## src/rtl/fba_pkg.sv

```systemverilog
// shared types and constants of the frame bitmap allocator
// field widths, command and status codes, controller/datapath handshake structs
// no dependencies

package fba_pkg;

    // default sizing
    localparam int MAX_FRAMES_DEF = 32768;
    localparam int WORD_BITS_DEF  = 32;

    // longest run an allocate-run command may ask for
    localparam int MAX_RUN = 256;

    // item field widths
    localparam int CMD_W    = 3;
    localparam int FRAME_W  = 15;
    localparam int RUN_W    = 9;
    localparam int CFG_W    = 16;
    localparam int STATUS_W = 2;
    localparam int USED_W   = 16;

    // stream packing
    localparam int S_TDATA_W = 24;
    localparam int S_TUSER_W = CMD_W;
    localparam int M_TDATA_W = 32;
    localparam int M_TUSER_W = STATUS_W;

    localparam logic [CFG_W-1:0] MANAGED_RESET = 16'd32768;

    // commands
    localparam logic [CMD_W-1:0] CMD_MARK      = 3'd0;
    localparam logic [CMD_W-1:0] CMD_FREE      = 3'd1;
    localparam logic [CMD_W-1:0] CMD_TEST      = 3'd2;
    localparam logic [CMD_W-1:0] CMD_ALLOC_ONE = 3'd3;
    localparam logic [CMD_W-1:0] CMD_ALLOC_RUN = 3'd4;

    // result status
    localparam logic [STATUS_W-1:0] ST_OK       = 2'd0;
    localparam logic [STATUS_W-1:0] ST_RANGE    = 2'd1;
    localparam logic [STATUS_W-1:0] ST_NOSPACE  = 2'd2;

    // datapath operations issued by the controller
    typedef enum logic [3:0] {
        OP_NONE      = 4'd0,
        OP_CAPTURE   = 4'd1,
        OP_DECODE    = 4'd2,
        OP_CLEAR     = 4'd3,
        OP_BIT_RD    = 4'd4,
        OP_BIT_WR    = 4'd5,
        OP_SCAN_INIT = 4'd6,
        OP_SCAN      = 4'd7,
        OP_FILL_RD   = 4'd8,
        OP_FILL_WR   = 4'd9
    } fba_op_t;

    typedef struct packed {
        fba_op_t op;
        logic    load_out;
    } fba_ctl_t;

    typedef struct packed {
        logic clear_last;
        logic bit_cmd;
        logic alloc_cmd;
        logic in_range;
        logic alloc_ok;
        logic found;
        logic scan_last;
        logic fill_last;
        logic out_free;
    } fba_sts_t;

endpackage

```

## src/rtl/fba_ctrl.sv

```systemverilog
// controller of the frame bitmap allocator: one-hot sequencer over clear, bit ops,
// scan and fill; depends on fba_pkg

module fba_ctrl
    import fba_pkg::*;
(
    input  logic     clk,
    input  logic     rst_n,
    input  logic     in_valid,
    output logic     in_ready,
    input  fba_sts_t sts,
    output fba_ctl_t ctl
);

    typedef enum logic [9:0] {
        ST_CLEAR     = 10'b0000000001,
        ST_IDLE      = 10'b0000000010,
        ST_DECODE    = 10'b0000000100,
        ST_BIT_RD    = 10'b0000001000,
        ST_BIT_WR    = 10'b0000010000,
        ST_SCAN_INIT = 10'b0000100000,
        ST_SCAN      = 10'b0001000000,
        ST_FILL_RD   = 10'b0010000000,
        ST_FILL_WR   = 10'b0100000000,
        ST_RESP      = 10'b1000000000
    } state_t;

    state_t state_reg;
    state_t state_next;

    always_comb
    begin
        state_next   = state_reg;
        ctl.op       = OP_NONE;
        ctl.load_out = 1'b0;
        in_ready     = 1'b0;
        case (state_reg)
            ST_CLEAR:
            begin
                ctl.op = OP_CLEAR;
                if (sts.clear_last)
                begin
                    state_next = ST_IDLE;
                end
            end
            ST_IDLE:
            begin
                in_ready = 1'b1;
                if (in_valid)
                begin
                    ctl.op     = OP_CAPTURE;
                    state_next = ST_DECODE;
                end
            end
            ST_DECODE:
            begin
                ctl.op = OP_DECODE;
                if (sts.bit_cmd && sts.in_range)
                begin
                    state_next = ST_BIT_RD;
                end
                else if (sts.alloc_cmd && sts.alloc_ok)
                begin
                    state_next = ST_SCAN_INIT;
                end
                else
                begin
                    state_next = ST_RESP;
                end
            end
            ST_BIT_RD:
            begin
                ctl.op     = OP_BIT_RD;
                state_next = ST_BIT_WR;
            end
            ST_BIT_WR:
            begin
                ctl.op     = OP_BIT_WR;
                state_next = ST_RESP;
            end
            ST_SCAN_INIT:
            begin
                ctl.op     = OP_SCAN_INIT;
                state_next = ST_SCAN;
            end
            ST_SCAN:
            begin
                ctl.op = OP_SCAN;
                if (sts.found)
                begin
                    state_next = ST_FILL_RD;
                end
                else if (sts.scan_last)
                begin
                    state_next = ST_RESP;
                end
            end
            ST_FILL_RD:
            begin
                ctl.op     = OP_FILL_RD;
                state_next = ST_FILL_WR;
            end
            ST_FILL_WR:
            begin
                ctl.op = OP_FILL_WR;
                if (sts.fill_last)
                begin
                    state_next = ST_RESP;
                end
                else
                begin
                    state_next = ST_FILL_RD;
                end
            end
            ST_RESP:
            begin
                if (sts.out_free)
                begin
                    ctl.load_out = 1'b1;
                    state_next   = ST_IDLE;
                end
            end
            default:
            begin
                state_next = ST_IDLE;
            end
        endcase
    end

    always_ff @(posedge clk or negedge rst_n)
    begin
        if (!rst_n)
        begin
            state_reg <= ST_CLEAR;
        end
        else
        begin
            state_reg <= state_next;
        end
    end

endmodule

```

## config.mk

```make
export PLATFORM = sky130hd
export DESIGN_NAME = fba_ctrl
export DESIGN_NICKNAME = d
export VERILOG_FILES = /design/src/rtl/fba_pkg.sv /design/src/rtl/fba_ctrl.sv
export SDC_FILE = /design/constraint.sdc
export NUM_CORES = 1
export LEC_CHECK = 0
export ABC_AREA = 0
export ABC_CLOCK_PERIOD_IN_PS = 1600
export BUFFER_PORTS_ARGS = -buffer_cell sky130_fd_sc_hd__buf_4
export CAP_MARGIN = 10
export CORE_UTILIZATION = 46
export CTS_CLUSTER_DIAMETER = 40
export DETAILED_ROUTE_END_ITERATION = 16
export GPL_TIMING_DRIVEN = 0
export PLACE_DENSITY = 0.77
export REMOVE_ABC_BUFFERS = 1
export SLEW_MARGIN = 20
export SYNTH_ARGS = -nofsm -noshare
export SYNTH_HDL_FRONTEND = slang
export SYNTH_SLANG_ARGS = --single-unit
```

## constraint.sdc

```tcl
create_clock -name clk -period 1.6 [get_ports clk]
set_input_delay 0.08 -clock clk [delete_from_list [all_inputs] [get_ports clk]]
set_output_delay 0.08 -clock clk [all_outputs]
set_load 0.005 [all_outputs]
```

==> results of run 1 <==
## layer usage
metal | global-route usage [%] | vias to the layer above | part of all wire (%) | wire (um)
met1 | 33.24 | 439 | 42 | 1179
met3 | 9.565 | 10 | 7.9 | 224
met5 | 0 | - | 0 | 0
met4 | 16.77 | 0 | 2.5 | 72
li1 | - | 396 | - | -
met2 | 42.19 | 62 | 48 | 1361
## timing repair
item / CTS / global route
pin swaps: 7 / 8
hold endpoints to repair: 12 / 1
hold buffers: 3 / 1
setup buffers: 11 / 12
setup endpoints to repair: 14 / 15
resized for setup: 18 / 20
## placed cells by master, fill, tap and decap left out, types with 2 or more instances in the layout
cell type / count
buf_6: 2
nand2_1: 6
nor3_1: 3
xnor2_1: 3
nor3b_1: 2
nor4_4: 3
o32ai_2: 2
nor2_1: 6
buf_4: 37
dlygate4sd3_1: 4
nor2b_1: 2
nor3_2: 3
nand4b_1: 3
clkbuf_4: 3
dfrtp_2: 8
or4_4: 3
inv_1: 3
a21oi_1: 2
## layout make-up
type	count	area, um^2
multi-input combinational	64	596.8
fill	54	127.6
tap	15	18.77
clock buffer	4	26.28
timing repair buffer	43	340.3
inverter	3	11.26
sequential	10	261.5
## worst register-to-register path: stages, from the launching register on
cell	delay, ns
dfrtp_2	0.42
or4_4	0.53
or4_4	0.51
buf_4	0.15
buf_4	0.14
a2bb2oi_1	0.15
o21ai_2	0.12
## power groups by stage
| stage | clock network, mW | logic, mW | registers [mW] |
|---|---|---|---|
| 2_1_floorplan | 0 | 0.357 | 0.336 |
| 6_report | 0.188 | 1.06 | 0.352 |
| 5_1_grt | 0.207 | 1.12 | 0.357 |
| 3_3_place_gp | 0 | 0.501 | 0.352 |
| 4_1_cts | 0.190 | 0.750 | 0.336 |
| 3_5_place_dp | 0 | 0.509 | 0.354 |
## metrics by stage
stage	instances	setup TNS, ns	util (%)	setup slack, ns
after detailed placement	109	-2.145	61.27	-0.3570
after global routing	139	-4.035	90.77	-0.5861
after floorplan	77	-0.5524	-	-0.1319
after CTS	127	-3.086	77.01	-0.5123
after global placement	109	-1.967	61.27	-0.3321
final	139	-3.428	90.77	-0.5289
## how the worst max path moves through the flow
stage	startpoint	endpoint	slack, ns	depth (start not counted)
2_1_floorplan	state_reg[1]	state_reg[1]	-0.13	4
3_3_place_gp	state_reg[4]	ctl[1]	-0.33	6
3_5_place_dp	state_reg[4]	ctl[1]	-0.36	6
4_1_cts	state_reg[1]	ctl[1]	-0.51	4
5_1_grt	state_reg[1]	ctl[1]	-0.59	4
6_report	state_reg[1]	ctl[1]	-0.53	4
## kinds of logic (layout without fill, tap and decap cells)
group | count (synthesis) | in the layout | share of synthesized area (%)
XOR/XNOR | 4 | 4 | 4.862
AND/OR/NAND/NOR | 47 | 47 | 40.11
buffers and inverters | 8 | 50 | 4.339
multiplexers | 1 | 1 | 1.562
AO/OA/AOI/OAI | 12 | 12 | 14.24
flip-flops | 10 | 10 | 34.90
==> out/metrics.csv, run 1 <==
metric;value;unit
synth_top_area_cell;dfrtp_1;
path_common_cell;or4_4;
diodes;0;
ir_worst_vdd;0.9318;mV
relSlewSlack;73.09;%
syn2layout_area_growth;74.13;%
htreeDepth;1;
final_max_slew_viol_count;0;
crit_family;simple AND/OR/NAND/NOR gates;
start_util;52.13;%
grt_max_degree;13;
p_int;939.4;uW
max_stage_delay;0.53;ns
p_sw_share;41.32;%
die_width;41.58;um
ys_types;38;
finalSetupViolCount;10;
hold_ws;0.08276;ns
reg2reg_setup_slack;-0.48;ns
port_buffers;17;
place_area;847.1;um^2
clock_path_buffers;2;
outcome;complete, but fails checks;
min-delay-start;sts[4];
clockRootBuffer;clkbuf_4;
fin_crit;2.129;ns
die-area;0.001729;mm^2
synth_cells;82;
place_hpwl;1251;um
grt_usage;27.66;%
setup_ws;-0.5289;ns
yosys-top-cells-count;dfrtp_1, nand2_1, nor2_1;
antenna_found_initial;0;
largest_register_ff_count;10;
cp_cell_sequence;or4_4 -> or4_4 -> o2111ai_2 -> buf_4;
dr.pass1.iters;4;
cap_violations;0;
design_area;0.001255;mm^2
cp-start-kind;flip-flop;
route.detailed.drc;0;
grt_pass1_wl;3588;um
ys_seq_area_share;34.90;%
clock_skew;0.01284;ns
synth_edf_count;0;
ys_async_sr_fraction;100.0;%
avgRoutedWirePerCell;20.41;um
yosysTopAreaCellShare;31.25;%
worstSetupPathType;flip-flop to output port;
crit_path_top_delay_cell;or4_4;
grt_setup_unrepaired;true;
fin_crit_sh;133.1;%
ff2ff_path_depth;6;
synthTopCellsByArea;dfrtp_1, nor3_1, nor3b_1;
min_path_cells;3;
cts_buffers;3;
crit-reg2reg-launch;state_reg[1];
grt_pass1_vias;800;
p_sw;661.5;uW
end_kind;output port;
path_buf_inv;1;
gp_congestion;0.8859;
worstMarginPinSlew;0.4012;ns
grt_overflow;0;
fmax;469.7;MHz
power_leakage;0.5498;nW
synth.ff_latch_count;10;
p_total;1.601;mW
hold_violations;0;
rows;13;
p_per_area;1276;mW/mm^2
violations;negative setup slack;
yosysMostFrequentCell;dfrtp_1;
critPathRequiredTime;1.52;ns
final_antenna_net_count;0;
vias_per_cell;6.525;
arrival;2.05;ns
p_seq_share;22.0;%
die_h;41.58;um
ios;18;
clk_pin_slew;0.07;ns
drive_above_1_share;60.48;%
nNetsFinal;137;
crit_fanout;3;
syn_area_per_cell;8.789;um^2
holdPathEnd;state_reg[5];
drt-initial-drc-count;44;
cts_tree;done;
comb_power_share;66.3;%
synthFlopType;dfrtp_1;
worstReg2RegEnd;state_reg[9];
yosys_warnings;0;
pwr-share-clk;11.8;%
syn_area;720.7;um^2
hold_class;input pin to flip-flop;
cts_sinks;10;
core;0.001383;mm^2
clk_latency;0.28;ns
num_vias;907;
routed_wl;2837;um
Note: power is estimated with default switching activity, not from simulation.
==> run 2: changes to the inputs <==
PLACE_DENSITY = unset   (was 0.77)
PLACE_DENSITY_LB_ADDON = 0.12   (was unset)
==> out/metrics.csv, run 2 (synthesized netlist as in run 1, its figures left out) <==
metric;value;unit
grt_setup_unrepaired;true;
grt_usage;27.41;%
p_per_area;1301;mW/mm^2
num_vias;877;
setup_ws;-0.5369;ns
worstSetupPathType;flip-flop to output port;
final_cell_mix;buf_4, dfrtp_2, nor2_1, nand2_1;
diodes;0;
clock_skew;0.001350;ns
largest_register_ff_count;10;
arrival;2.06;ns
route.detailed.drc;0;
critPathRequiredTime;1.52;ns
clk_latency;0.28;ns
grt_overflow;0;
htreeDepth;1;
die_width;41.58;um
grt_pass1_vias;780;
routed_wl;2690;um
design_area;0.001232;mm^2
vias_per_cell;6.449;
die-area;0.001729;mm^2
worstMarginPinSlew;0.3749;ns
outcome;complete, but fails checks;
place_area;847.1;um^2
crit_fanout;4;
cts_sinks;10;
syn2layout_area_growth;71.01;%
place_hpwl;1300;um
grt_pass1_wl;3677;um
p_total;1.603;mW
fmax;468.0;MHz
ir_worst_vdd;0.7975;mV
die_h;41.58;um
gp_congestion;0.8303;
fin_crit_sh;133.6;%
hold_violations;0;
grt_util_met2;45.00;%
relSlewSlack;74.96;%
hold_class;input pin to flip-flop;
ff2ff_path_depth;4;
start_util;52.13;%
final_max_slew_viol_count;0;
fin_crit;2.137;ns
power_leakage;0.5418;nW
grt_max_degree;13;
dr.pass1.iters;4;
core;0.001383;mm^2
violations;negative setup slack;
rows;13;
clk_pin_slew;0.07;ns
final_util;89.14;%
min_path_cells;2;
ios;18;
final_common_cell;buf_4;
busiest_layer;met2;
clock_path_buffers;2;
met1_usage;34.16;%
port_buffers;17;
avgRoutedWirePerCell;19.78;um
cap_violations;0;
drt-initial-drc-count;28;
drive_above_1_share;59.50;%
finalSetupViolCount;10;
end_kind;output port;
use_met3;6.087;%
cts_buffers;3;
final_antenna_net_count;0;
cts_tree;done;
antenna_found_initial;0;
cp-start-kind;flip-flop;
nNetsFinal;134;
dp_slack;-0.4360;ns
clockRootBuffer;clkbuf_4;
tns;-2.878;ns
[run 2: where the power goes]
part           total [mW]  switching [mW]  internal [mW]  leakage (nW)
logic                1.02           0.496          0.520         0.401
registers           0.342          0.0496          0.293         0.120
clock network       0.244           0.105          0.139        0.0210
[run 2: path summary, 6_finish.rpt]
| check | start | end | slack (ns) |
|---|---|---|---|
| setup / recovery | state_reg[1] | ctl[2] | -0.54 |
| hold / removal | in_valid | state_reg[1] | 0.004 |
| setup reg to reg | state_reg[1] | state_reg[7] | -0.31 |
| hold reg to reg | state_reg[3] | state_reg[8] | 0.69 |
| max in group asynchronous | rst_n | state_reg[0] | 1.21 |
| min in group asynchronous | rst_n | state_reg[8] | 0.16 |
[run 2: layout make-up]
cell class / count / area, um^2
clock buffer: 4 / 36.28
sequential: 10 / 261.5
tap: 15 / 18.77
inverter: 3 / 11.26
timing repair buffer: 40 / 320.3
multi-input combinational: 64 / 584.3
fill: 65 / 150.1
[run 2: stage by stage]
stage | hold slack (ns) | std cells
after floorplan | -0.2156 | 77
after global placement | -0.08465 | 109
after detailed placement | -0.08260 | 109
after CTS | 0.0002086 | 124
after global routing | 0.007516 | 136
final | 0.004063 | 136
[run 2: what timing repair did]
action                     in CTS  in global routing
setup buffers                   9                 11
resized for setup              18                 16
pin swaps                       5                  7
setup endpoints to repair      14                 12
hold buffers                    2                  1
hold endpoints to repair       11                  1
[run 2: per-layer routing]
layer  up-vias  routed length (um)
met5         -                   0
li1        389                   -
met4         0                  90
met3        13                 190
met1       414                1112
met2        61                1297
[run 2: worst max-delay path, stage by stage, from the launching register on]
cell and delay (ns):
dfrtp_2 0.41, or4_4 0.56, or3_4 0.38, o311ai_4 0.27
buf_4 0.15
